File: src/design/skf_pkg.sv
// Shared package of the scalar Kalman filter: fixed-point formats, register codes,
// sequencer states and the request structs used between the sequencer and its units.
// No dependencies.
package skf_pkg;

    localparam int DATA_W    = 32;
    localparam int GAIN_W    = DATA_W + 1;       // unsigned Q1.32
    localparam int PROD_W    = 2 * DATA_W;
    localparam int CFG_IDX_W = 8;

    localparam logic [CFG_IDX_W-1:0] REG_PROCESS_NOISE = CFG_IDX_W'(0);
    localparam logic [CFG_IDX_W-1:0] REG_MEASURE_NOISE = CFG_IDX_W'(1);

    localparam logic [DATA_W-1:0] RESET_PROCESS_NOISE = DATA_W'(2684);
    localparam logic [DATA_W-1:0] RESET_MEASURE_NOISE = DATA_W'(2684355);
    localparam logic [DATA_W-1:0] ONE_Q4_28           = DATA_W'(268435456);

    localparam logic [GAIN_W-1:0] ONE_Q32  = {1'b1, {DATA_W{1'b0}}};
    localparam logic [PROD_W-1:0] HALF_Q32 = PROD_W'(64'h0000_0000_8000_0000);

    // Divider: one quotient bit per step, bit 32 down to bit 0.
    localparam int DIV_STEPS = GAIN_W;
    localparam int DIV_CNT_W = $clog2(DIV_STEPS + 1);

    // Multiplier: one 8-bit digit of the second operand per step.
    localparam int MUL_DIGIT_W = 8;
    localparam int MUL_STEPS   = DATA_W / MUL_DIGIT_W;
    localparam int MUL_CNT_W   = $clog2(MUL_STEPS + 1);

    typedef enum logic [2:0] {
        S_IDLE,
        S_PREP,
        S_DIV,
        S_MUL1,
        S_MUL1_WAIT,
        S_MUL2,
        S_MUL2_WAIT,
        S_DONE
    } t_state;

    typedef struct packed {
        logic              start;
        logic [DATA_W-1:0] num;
        logic [GAIN_W-1:0] den;
    } t_div_req;

    typedef struct packed {
        logic              start;
        logic [DATA_W-1:0] a;
        logic [DATA_W-1:0] b;
    } t_mul_req;

endpackage

File: src/design/skf_div.sv
// Iterative restoring divider: floor((num << 32) / den), one quotient bit per cycle.
// Depends on skf_pkg.
module skf_div (
    input  logic                          i_clk,
    input  logic                          i_rst_n,
    input  skf_pkg::t_div_req             i_req,
    output logic                          o_busy,
    output logic                          o_done,
    output logic [skf_pkg::GAIN_W-1:0]    o_quo
);
    import skf_pkg::*;

    logic [GAIN_W:0]        r_rem;
    logic [GAIN_W-1:0]      r_den;
    logic [GAIN_W-1:0]      r_quo;
    logic [DIV_CNT_W-1:0]   r_cnt;
    logic                   r_busy;
    logic                   r_first;
    logic                   r_zero;
    logic                   r_done;

    logic [GAIN_W:0]        w_trial;
    logic                   w_bit;

    // The first step compares the numerator itself, later steps the shifted remainder.
    assign w_trial = r_first ? r_rem : {r_rem[GAIN_W-1:0], 1'b0};
    assign w_bit   = (w_trial >= {1'b0, r_den});

    always_ff @(posedge i_clk) begin
        if (!i_rst_n) begin
            r_busy <= 1'b0;
            r_done <= 1'b0;
            r_cnt  <= '0;
        end else begin
            r_done <= r_busy && (r_cnt == DIV_CNT_W'(1));
            if (i_req.start) begin
                r_busy <= 1'b1;
                r_cnt  <= DIV_CNT_W'(DIV_STEPS);
            end else if (r_busy) begin
                r_cnt <= r_cnt - DIV_CNT_W'(1);
                if (r_cnt == DIV_CNT_W'(1)) begin
                    r_busy <= 1'b0;
                end
            end
        end
    end

    always_ff @(posedge i_clk) begin
        if (i_req.start) begin
            r_rem   <= {2'b00, i_req.num};
            r_den   <= i_req.den;
            r_quo   <= '0;
            r_first <= 1'b1;
            r_zero  <= (i_req.den == '0);
        end else if (r_busy) begin
            r_rem   <= w_bit ? (w_trial - {1'b0, r_den}) : w_trial;
            r_quo   <= {r_quo[GAIN_W-2:0], w_bit};
            r_first <= 1'b0;
        end
    end

    assign o_busy = r_busy;
    assign o_done = r_done;
    assign o_quo  = r_zero ? '0 : r_quo;

endmodule

File: src/design/skf_mul.sv
// Iterative 32x32 multiplier: one 32x8 partial product is accumulated per cycle.
// Depends on skf_pkg.
module skf_mul (
    input  logic                          i_clk,
    input  logic                          i_rst_n,
    input  skf_pkg::t_mul_req             i_req,
    output logic                          o_done,
    output logic [skf_pkg::PROD_W-1:0]    o_prod
);
    import skf_pkg::*;

    logic [DATA_W-1:0]              r_a;
    logic [DATA_W-1:0]              r_b;
    logic [PROD_W-1:0]              r_acc;
    logic [MUL_CNT_W-1:0]           r_cnt;
    logic                           r_busy;
    logic                           r_done;

    logic [DATA_W+MUL_DIGIT_W-1:0]  w_pp;

    // Digits are taken from the top of the second operand, so the sum shifts left.
    assign w_pp = r_a * r_b[DATA_W-1 -: MUL_DIGIT_W];

    always_ff @(posedge i_clk) begin
        if (!i_rst_n) begin
            r_busy <= 1'b0;
            r_done <= 1'b0;
            r_cnt  <= '0;
        end else begin
            r_done <= r_busy && (r_cnt == MUL_CNT_W'(1));
            if (i_req.start) begin
                r_busy <= 1'b1;
                r_cnt  <= MUL_CNT_W'(MUL_STEPS);
            end else if (r_busy) begin
                r_cnt <= r_cnt - MUL_CNT_W'(1);
                if (r_cnt == MUL_CNT_W'(1)) begin
                    r_busy <= 1'b0;
                end
            end
        end
    end

    always_ff @(posedge i_clk) begin
        if (i_req.start) begin
            r_a   <= i_req.a;
            r_b   <= i_req.b;
            r_acc <= '0;
        end else if (r_busy) begin
            r_acc <= {r_acc[PROD_W-MUL_DIGIT_W-1:0], {MUL_DIGIT_W{1'b0}}}
                     + PROD_W'(w_pp);
            r_b   <= {r_b[DATA_W-MUL_DIGIT_W-1:0], {MUL_DIGIT_W{1'b0}}};
        end
    end

    assign o_done = r_done;
    assign o_prod = r_acc;

endmodule

File: src/design/scalar_kalman_filter_top.sv
// Top level of the scalar Kalman filter: sequencer, state, configuration and output.
// Depends on skf_pkg, skf_div and skf_mul.
//
//   Channel   Direction  Handshake                   Payload
//   input     in         i_in_valid / o_in_stall     i_sample_value (signed Q16.16)
//   output    out        o_out_valid / i_out_stall   o_filtered_value, o_error_level
//   config    in         i_cfg_valid / o_cfg_ready   i_cfg_index, i_cfg_data
//
// Each sample request runs through the sequencer states in order: a start state ahead
// of each unit, the 33-step gain division, two 4-step multiplies, and a last state that
// loads the result into the output register. A new request is taken only back in idle.
// The input side is stalled for the whole computation and while a finished result
// cannot move into an occupied, stalled output register.
// Reset is synchronous and active low; it clears the estimate to 0, the error to 1.0
// and restores the default noise variances. Configuration writes are always taken.
module scalar_kalman_filter_top (
    input  logic                              i_clk,
    input  logic                              i_rst_n,
    input  logic                              i_in_valid,
    output logic                              o_in_stall,
    input  logic signed [skf_pkg::DATA_W-1:0] i_sample_value,
    output logic                              o_out_valid,
    input  logic                              i_out_stall,
    output logic signed [skf_pkg::DATA_W-1:0] o_filtered_value,
    output logic        [skf_pkg::DATA_W-1:0] o_error_level,
    input  logic                              i_cfg_valid,
    output logic                              o_cfg_ready,
    input  logic [skf_pkg::CFG_IDX_W-1:0]     i_cfg_index,
    input  logic [skf_pkg::DATA_W-1:0]        i_cfg_data
);
    import skf_pkg::*;

    // Sequencer state.
    t_state r_state;
    t_state n_state;

    // Configuration registers (unsigned Q4.28).
    logic [DATA_W-1:0]  r_process_noise;
    logic [DATA_W-1:0]  r_measure_noise;

    // Filter state: estimate in Q16.16, error variance in Q4.28.
    logic [DATA_W-1:0]  r_estimate;
    logic [DATA_W-1:0]  r_error_var;

    // Working registers of the current request.
    logic [DATA_W-1:0]  r_prior;
    logic [DATA_W:0]    r_innov;
    logic [DATA_W-1:0]  r_mag;
    logic               r_neg;
    logic [GAIN_W-1:0]  r_gain;
    logic [DATA_W-1:0]  r_corr;

    // Output register.
    logic               r_out_valid;
    logic [DATA_W-1:0]  r_out_value;
    logic [DATA_W-1:0]  r_out_error;

    // Sequencer outputs.
    logic               w_in_stall;
    logic               w_load_gain;
    logic               w_load_corr;
    logic               w_update_est;
    logic               w_load_err;
    logic               w_load_out;
    t_div_req           w_div_req;
    t_mul_req           w_mul_req;

    // Unit results.
    logic               w_div_busy;
    logic               w_div_done;
    logic [GAIN_W-1:0]  w_div_quo;
    logic               w_mul_done;
    logic [PROD_W-1:0]  w_mul_prod;

    // Datapath helpers.
    logic [DATA_W:0]    w_prior_sum;
    logic [DATA_W:0]    w_innov_neg;
    logic [PROD_W:0]    w_round;
    logic [DATA_W+1:0]  w_est_ext;
    logic [DATA_W+1:0]  w_corr_ext;
    logic [DATA_W+1:0]  w_next_est;
    logic [DATA_W-1:0]  w_factor;
    logic               w_in_accept;
    logic               w_out_accept;

    assign w_in_accept  = i_in_valid && !w_in_stall;
    assign w_out_accept = r_out_valid && !i_out_stall;

    //--------------------------------------------------------------------------
    // Sequencer: next state.
    //--------------------------------------------------------------------------
    always_comb begin
        n_state = r_state;
        unique case (r_state)
            S_IDLE: begin
                if (i_in_valid) begin
                    n_state = S_PREP;
                end
            end
            S_PREP: begin
                n_state = S_DIV;
            end
            S_DIV: begin
                if (w_div_done) begin
                    n_state = S_MUL1;
                end
            end
            S_MUL1: begin
                n_state = S_MUL1_WAIT;
            end
            S_MUL1_WAIT: begin
                if (w_mul_done) begin
                    n_state = S_MUL2;
                end
            end
            S_MUL2: begin
                n_state = S_MUL2_WAIT;
            end
            S_MUL2_WAIT: begin
                if (w_mul_done) begin
                    n_state = S_DONE;
                end
            end
            S_DONE: begin
                if (!r_out_valid || !i_out_stall) begin
                    n_state = S_IDLE;
                end
            end
            default: begin
                n_state = S_IDLE;
            end
        endcase
    end

    always_ff @(posedge i_clk) begin
        if (!i_rst_n) begin
            r_state <= S_IDLE;
        end else begin
            r_state <= n_state;
        end
    end

    //--------------------------------------------------------------------------
    // Sequencer: outputs. The factor (1 - gain) wraps to zero for a gain of 0;
    // that case keeps the prior as the new error and never uses the product.
    //--------------------------------------------------------------------------
    assign w_factor = ~r_gain[DATA_W-1:0] + DATA_W'(1);

    always_comb begin
        w_in_stall    = 1'b1;
        w_load_gain   = 1'b0;
        w_load_corr   = 1'b0;
        w_update_est  = 1'b0;
        w_load_err    = 1'b0;
        w_load_out    = 1'b0;
        w_div_req     = '0;
        w_mul_req     = '0;
        w_div_req.num = r_prior;
        w_div_req.den = {1'b0, r_prior} + {1'b0, r_measure_noise};
        w_mul_req.a   = r_mag;
        w_mul_req.b   = r_gain[DATA_W-1:0];
        unique case (r_state)
            S_IDLE: begin
                w_in_stall = 1'b0;
            end
            S_PREP: begin
                w_div_req.start = 1'b1;
            end
            S_DIV: begin
                w_load_gain = w_div_done;
            end
            S_MUL1: begin
                w_mul_req.start = 1'b1;
            end
            S_MUL1_WAIT: begin
                w_load_corr = w_mul_done;
            end
            S_MUL2: begin
                w_mul_req.start = 1'b1;
                w_mul_req.a     = r_prior;
                w_mul_req.b     = w_factor;
                w_update_est    = 1'b1;
            end
            S_MUL2_WAIT: begin
                w_load_err = w_mul_done;
            end
            S_DONE: begin
                w_load_out = !r_out_valid || !i_out_stall;
            end
            default: begin
                w_in_stall = 1'b1;
            end
        endcase
    end

    //--------------------------------------------------------------------------
    // Shared units.
    //--------------------------------------------------------------------------
    skf_div u_div (
        .i_clk   (i_clk),
        .i_rst_n (i_rst_n),
        .i_req   (w_div_req),
        .o_busy  (w_div_busy),
        .o_done  (w_div_done),
        .o_quo   (w_div_quo)
    );

    skf_mul u_mul (
        .i_clk   (i_clk),
        .i_rst_n (i_rst_n),
        .i_req   (w_mul_req),
        .o_done  (w_mul_done),
        .o_prod  (w_mul_prod)
    );

    //--------------------------------------------------------------------------
    // Configuration port. Writes to indexes outside the register list are dropped.
    //--------------------------------------------------------------------------
    assign o_cfg_ready = 1'b1;

    always_ff @(posedge i_clk) begin
        if (!i_rst_n) begin
            r_process_noise <= RESET_PROCESS_NOISE;
            r_measure_noise <= RESET_MEASURE_NOISE;
        end else if (i_cfg_valid) begin
            if (i_cfg_index == REG_PROCESS_NOISE) begin
                r_process_noise <= i_cfg_data;
            end
            if (i_cfg_index == REG_MEASURE_NOISE) begin
                r_measure_noise <= i_cfg_data;
            end
        end
    end

    //--------------------------------------------------------------------------
    // Datapath.
    //--------------------------------------------------------------------------
    // The prior error saturates at the top of the Q4.28 range.
    assign w_prior_sum = {1'b0, r_error_var} + {1'b0, r_process_noise};
    assign w_innov_neg = ~r_innov + (DATA_W+1)'(1);

    // Shared rounding adder: adds one half in Q32 before the product is truncated.
    assign w_round = {1'b0, w_mul_prod} + {1'b0, HALF_Q32};

    // The estimate moves by the correction toward the sample; the sum is kept two bits
    // wider so that an overflow of the signed range can be seen and saturated.
    assign w_est_ext  = {{2{r_estimate[DATA_W-1]}}, r_estimate};
    assign w_corr_ext = {2'b00, r_corr};
    assign w_next_est = r_neg ? (w_est_ext - w_corr_ext) : (w_est_ext + w_corr_ext);

    always_ff @(posedge i_clk) begin
        if (!i_rst_n) begin
            r_estimate  <= '0;
            r_error_var <= ONE_Q4_28;
        end else begin
            if (w_update_est) begin
                if (w_next_est[DATA_W+1:DATA_W-1] == 3'b000
                    || w_next_est[DATA_W+1:DATA_W-1] == 3'b111) begin
                    r_estimate <= w_next_est[DATA_W-1:0];
                end else if (w_next_est[DATA_W+1]) begin
                    r_estimate <= {1'b1, {(DATA_W-1){1'b0}}};
                end else begin
                    r_estimate <= {1'b0, {(DATA_W-1){1'b1}}};
                end
            end
            if (w_load_err) begin
                // A zero gain leaves the whole prior as the new error.
                r_error_var <= (r_gain == '0) ? r_prior : w_round[PROD_W-1:DATA_W];
            end
        end
    end

    always_ff @(posedge i_clk) begin
        if (w_in_accept) begin
            r_prior <= w_prior_sum[DATA_W] ? {DATA_W{1'b1}} : w_prior_sum[DATA_W-1:0];
            r_innov <= {i_sample_value[DATA_W-1], i_sample_value}
                       - {r_estimate[DATA_W-1], r_estimate};
        end
        if (r_state == S_PREP) begin
            r_neg <= r_innov[DATA_W];
            r_mag <= r_innov[DATA_W] ? w_innov_neg[DATA_W-1:0] : r_innov[DATA_W-1:0];
        end
        if (w_load_gain) begin
            r_gain <= w_div_quo;
        end
        if (w_load_corr) begin
            // A gain of exactly one passes the whole innovation through.
            r_corr <= r_gain[DATA_W] ? r_mag : w_round[PROD_W-1:DATA_W];
        end
    end

    //--------------------------------------------------------------------------
    // Output register. A new result may enter in the cycle the old one is taken.
    //--------------------------------------------------------------------------
    always_ff @(posedge i_clk) begin
        if (!i_rst_n) begin
            r_out_valid <= 1'b0;
        end else if (w_load_out) begin
            r_out_valid <= 1'b1;
        end else if (w_out_accept) begin
            r_out_valid <= 1'b0;
        end
    end

    always_ff @(posedge i_clk) begin
        if (w_load_out) begin
            r_out_value <= r_estimate;
            r_out_error <= r_error_var;
        end
    end

    assign o_in_stall       = w_in_stall;
    assign o_out_valid      = r_out_valid;
    assign o_filtered_value = r_out_value;
    assign o_error_level    = r_out_error;

`ifndef SYNTH
    // The gain never exceeds one, since the prior never exceeds the denominator.
    a_gain_range: assert property (@(posedge i_clk) disable iff (!i_rst_n)
        w_div_done |-> (w_div_quo <= ONE_Q32))
        else $error("gain above one");

    // The updated error never grows beyond the prior it was computed from.
    a_error_shrinks: assert property (@(posedge i_clk) disable iff (!i_rst_n)
        w_load_err |=> (r_error_var <= $past(r_prior)))
        else $error("error above prior");

    // Once a request is taken, the input side stalls until its result is loaded.
    a_stall_after_accept: assert property (@(posedge i_clk) disable iff (!i_rst_n)
        w_in_accept |=> o_in_stall)
        else $error("input not stalled during computation");

    // The divider is only busy while the sequencer waits for the gain.
    a_div_in_step: assert property (@(posedge i_clk) disable iff (!i_rst_n)
        w_div_busy |-> (r_state == S_DIV))
        else $error("divider busy outside its step");
`endif

endmodule
File: config.mk
export PLATFORM = sky130hd
export DESIGN_NAME = scalar_kalman_filter_top
export DESIGN_NICKNAME = d
export VERILOG_FILES = /design/src/design/skf_pkg.sv /design/src/design/skf_div.sv /design/src/design/skf_mul.sv /design/src/design/scalar_kalman_filter_top.sv
export SDC_FILE = /design/constraint.sdc
export NUM_CORES = 2
export LEC_CHECK = 0
export BUFFER_PORTS_ARGS = -buffer_cell sky130_fd_sc_hd__buf_2
export CORE_UTILIZATION = 50
export DETAILED_ROUTE_END_ITERATION = 10
export GPL_TIMING_DRIVEN = 1
export PLACE_DENSITY = 0.66
export SLEW_MARGIN = 20
export SYNTH_ARGS = -nofsm -noshare
export SYNTH_HDL_FRONTEND = slang
export SYNTH_SLANG_ARGS = --single-unit
File: constraint.sdc
create_clock -name i_clk -period 6.3 [get_ports i_clk]
set_input_delay 1.26 -clock i_clk [delete_from_list [all_inputs] [get_ports i_clk]]
set_output_delay 1.26 -clock i_clk [all_outputs]
set_load 0.01 [all_outputs]
==> results.sh <==
export IMPL_status="completed"
export IMPL_ant_nets=0
export IMPL_fmax_ghz=0.167
export IMPL_synth_enable_flop_cells=357
export IMPL_rsz0062_at_grt="false"
export IMPL_cts_root_buf="clkbuf_16"
export IMPL_syn2layout_area_growth_pct=10.5
export IMPL_drcViolationCount=0
export IMPL_core_area_um2=83800
export IMPL_clkTransAtPathRegs_ps=70
export IMPL_synth_ff_type="edfxtp_1"
export IMPL_final_layout_size_suffix_gt1_frac=0.0912
export IMPL_dr_first_iter_drc_count=2446
export IMPL_fin_hold_ws_ps=465
export IMPL_antenna_found_initial=2
export IMPL_fin_skew_ps=49.6
export IMPL_final_common_cell="nand2_1"
export IMPL_final_cell_mix="nand2_1 (544), inv_1 (403), edfxtp_1 (357)"
export IMPL_die_x_um=294
export IMPL_power_density_nw_per_um2=425
export IMPL_setup_slack_ps=320
export IMPL_final_cells=5829
export IMPL_dieArea_um2=86100
export IMPL_leakage_uw=0.0197
export IMPL_initial_utilization=0.507
export IMPL_synth_nets=5076
export IMPL_dp_cells=5691
export IMPL_ctsResizeCount=0
export IMPL_grt_max_degree=89
export IMPL_netlist_area_um2=42500
export IMPL_syn_inst=4545
export IMPL_tightest_slew_ps=1080
export IMPL_wirelength_mm=117
export IMPL_num_rows=106
export IMPL_tns_ps=0
export IMPL_synth_async_reset_ratio=0
export IMPL_cts_sinks=602
export IMPL_htreeDepth=3
export IMPL_grt_use_total=0.273
export IMPL_hold_buffers=0
export IMPL_syn_avg_cell_area_um2=9.35
export IMPL_num_vias=33100
export IMPL_relSlewSlack=0.283
export IMPL_start_kind="register"
export IMPL_port_buffers=142
export IMPL_final_max_slew_viol_count=0
export IMPL_grt_pass1_wl_mm=184
export IMPL_nets=5165
export IMPL_maxCapViolations=0
export IMPL_yosys_area_top_type_share=0.252
export IMPL_finalSetupViolCount=0
export IMPL_dp_final_hpwl_mm=88.0
export IMPL_min_period_ps=5980
export IMPL_p_total_uw=20000
export IMPL_synth_area_leader_cell="edfxtp_1"
export IMPL_cts_max_path_buffers=3
export IMPL_holdCritPathClass="register to register"
export IMPL_critical_path_class="register to register"
export IMPL_crit_path_max_fanout=22
export IMPL_grt_overflow_total=0
export IMPL_worstSkewPairLatency_ps=650
export IMPL_crit_arrival_ps=6440
export IMPL_hold_violations=0
export IMPL_yosysWarnings=0
export IMPL_finalCritPeriodShare=0.949
export IMPL_tritoncts="done"
export IMPL_ys_types=92
export IMPL_seq_area_um2=15600
export IMPL_yosysSeqAreaShare=0.368
export IMPL_ir_drop_uv=361
export IMPL_postCtsSetupBuffers=0
export IMPL_wire_per_inst_um=20.1
export IMPL_yosys_top_cells_area="edfxtp_1 (25%), dfxtp_1 (12%), fa_1 (10%)"
export IMPL_synth_seq_cells=602
export IMPL_grt_pass1_vias=32100
export IMPL_routed_via_density=5.67
export IMPL_numCtsBuffers=72
export IMPL_gp_congestion=0.938
export IMPL_critPathRequiredTime_ps=6760
export IMPL_fillers=7610
export IMPL_num_io_pins=144
export IMPL_dr_pass1_iters=6
export IMPL_multi_input_area_um2=24700
export IMPL_fp_dieH_um=294
export IMPL_crit_path_end_kind="register"
export IMPL_place_ws_ps=261
synth_stat cells, drive strengths merged, types with 7 or more instances:
cell	instances
and2	220
nor2	323
o21a	47
o31ai	24
a31o	8
nor2b	77
o21bai	21
nand2	545
nand3	83
o22ai	12
a21oi	286
or2	11
dfxtp	245
a211oi	40
o311ai	8
or3	23
edfxtp	357
mux2i	84
fa	216
xnor2	172
nor4	23
buf	22
inv	404
or4	16
nor3	80
nor3b	10
nand4	26
o31a	10
o211ai	30
ha	238
and4	9
xor2	107
and3	23
a21o	74
nand2b	33
clkbuf	167
mux2	65
a31oi	30
o21ai	220
a21boi	56
a2111oi	7
a211o	11
sequential cells by signal (all words and copies together) (netlist names), 33 cells and up:
| signal | flops |
|---|---|
| r_innov | 33 |
| u_mul.o_prod | 64 |
| u_div.r_rem | 34 |
| r_gain | 33 |
| u_div.r_quo | 33 |
| u_div.r_den | 33 |
layer usage:
layer  vias up  global-route usage  wire [um]
met1     16100               0.380      53100
met4         2              0.0883       3660
met5         -                   0         13
li1      15800                   -          -
met3       178              0.0415       7010
met2       980               0.434      53200
worst paths after layout:
kind              slack (ps)            from                to  depth (start not counted)
setup reg to reg         320   u_mul.r_b[28]  u_mul.o_prod[63]                         19
hold reg to reg          470  u_mul.r_cnt[2]      u_mul.o_done                          1
hold / removal           470  u_mul.r_cnt[2]      u_mul.o_done                          1
setup / recovery         320   u_mul.r_b[28]  u_mul.o_prod[63]                         19
critical path, stage by stage (launching register included):
cell and delay [ps]:
edfxtp_1 440, buf_12 180, and2_1 160, fa_1 560, fa_1 450, fa_1 560, inv_1 60, fa_1 550
inv_1 50, ha_1 290, and4_1 240, o2111ai_1 130, a31o_2 240, and3_1 250, o22ai_1 390, a31oi_1 270
o21a_1 390, nor4_1 350, xnor2_1 150, o21ai_0 80
cell type report:
cell class,instances,share of cell area
clock inverter,30,0.00903
tap,1134,0.0302
timing repair buffer,204,0.0271
inverter,405,0.0324
antenna,1,0.0000533
sequential,602,0.333
multi-input combinational,3349,0.525
clock buffer,104,0.0431
metrics by stage:
stage                     area (um^2)   util
after detailed placement        44500  0.531
after CTS                       46900  0.560
final                           47000  0.560
after global routing            47000  0.560
after global placement          44500  0.531
after floorplan                 42500      -
kinds of logic after synthesis:
group,Yosys count,synth area share
and+or+nand+nor,1522,0.172
AOI/OAI and AO/OA,944,0.140
DFF,602,0.368
buffers and inverters,594,0.0534
adders and majority gates,454,0.172
xor gates and xnor gates,279,0.0575
muxes,149,0.0370
other,1,0.0000883
power breakdown:
part	internal, uW	switching [uW]
clock	2550	1790
combinational	4340	6000
sequential	4810	468
total	11700	8260
Power figures use the tool's default switching activity.
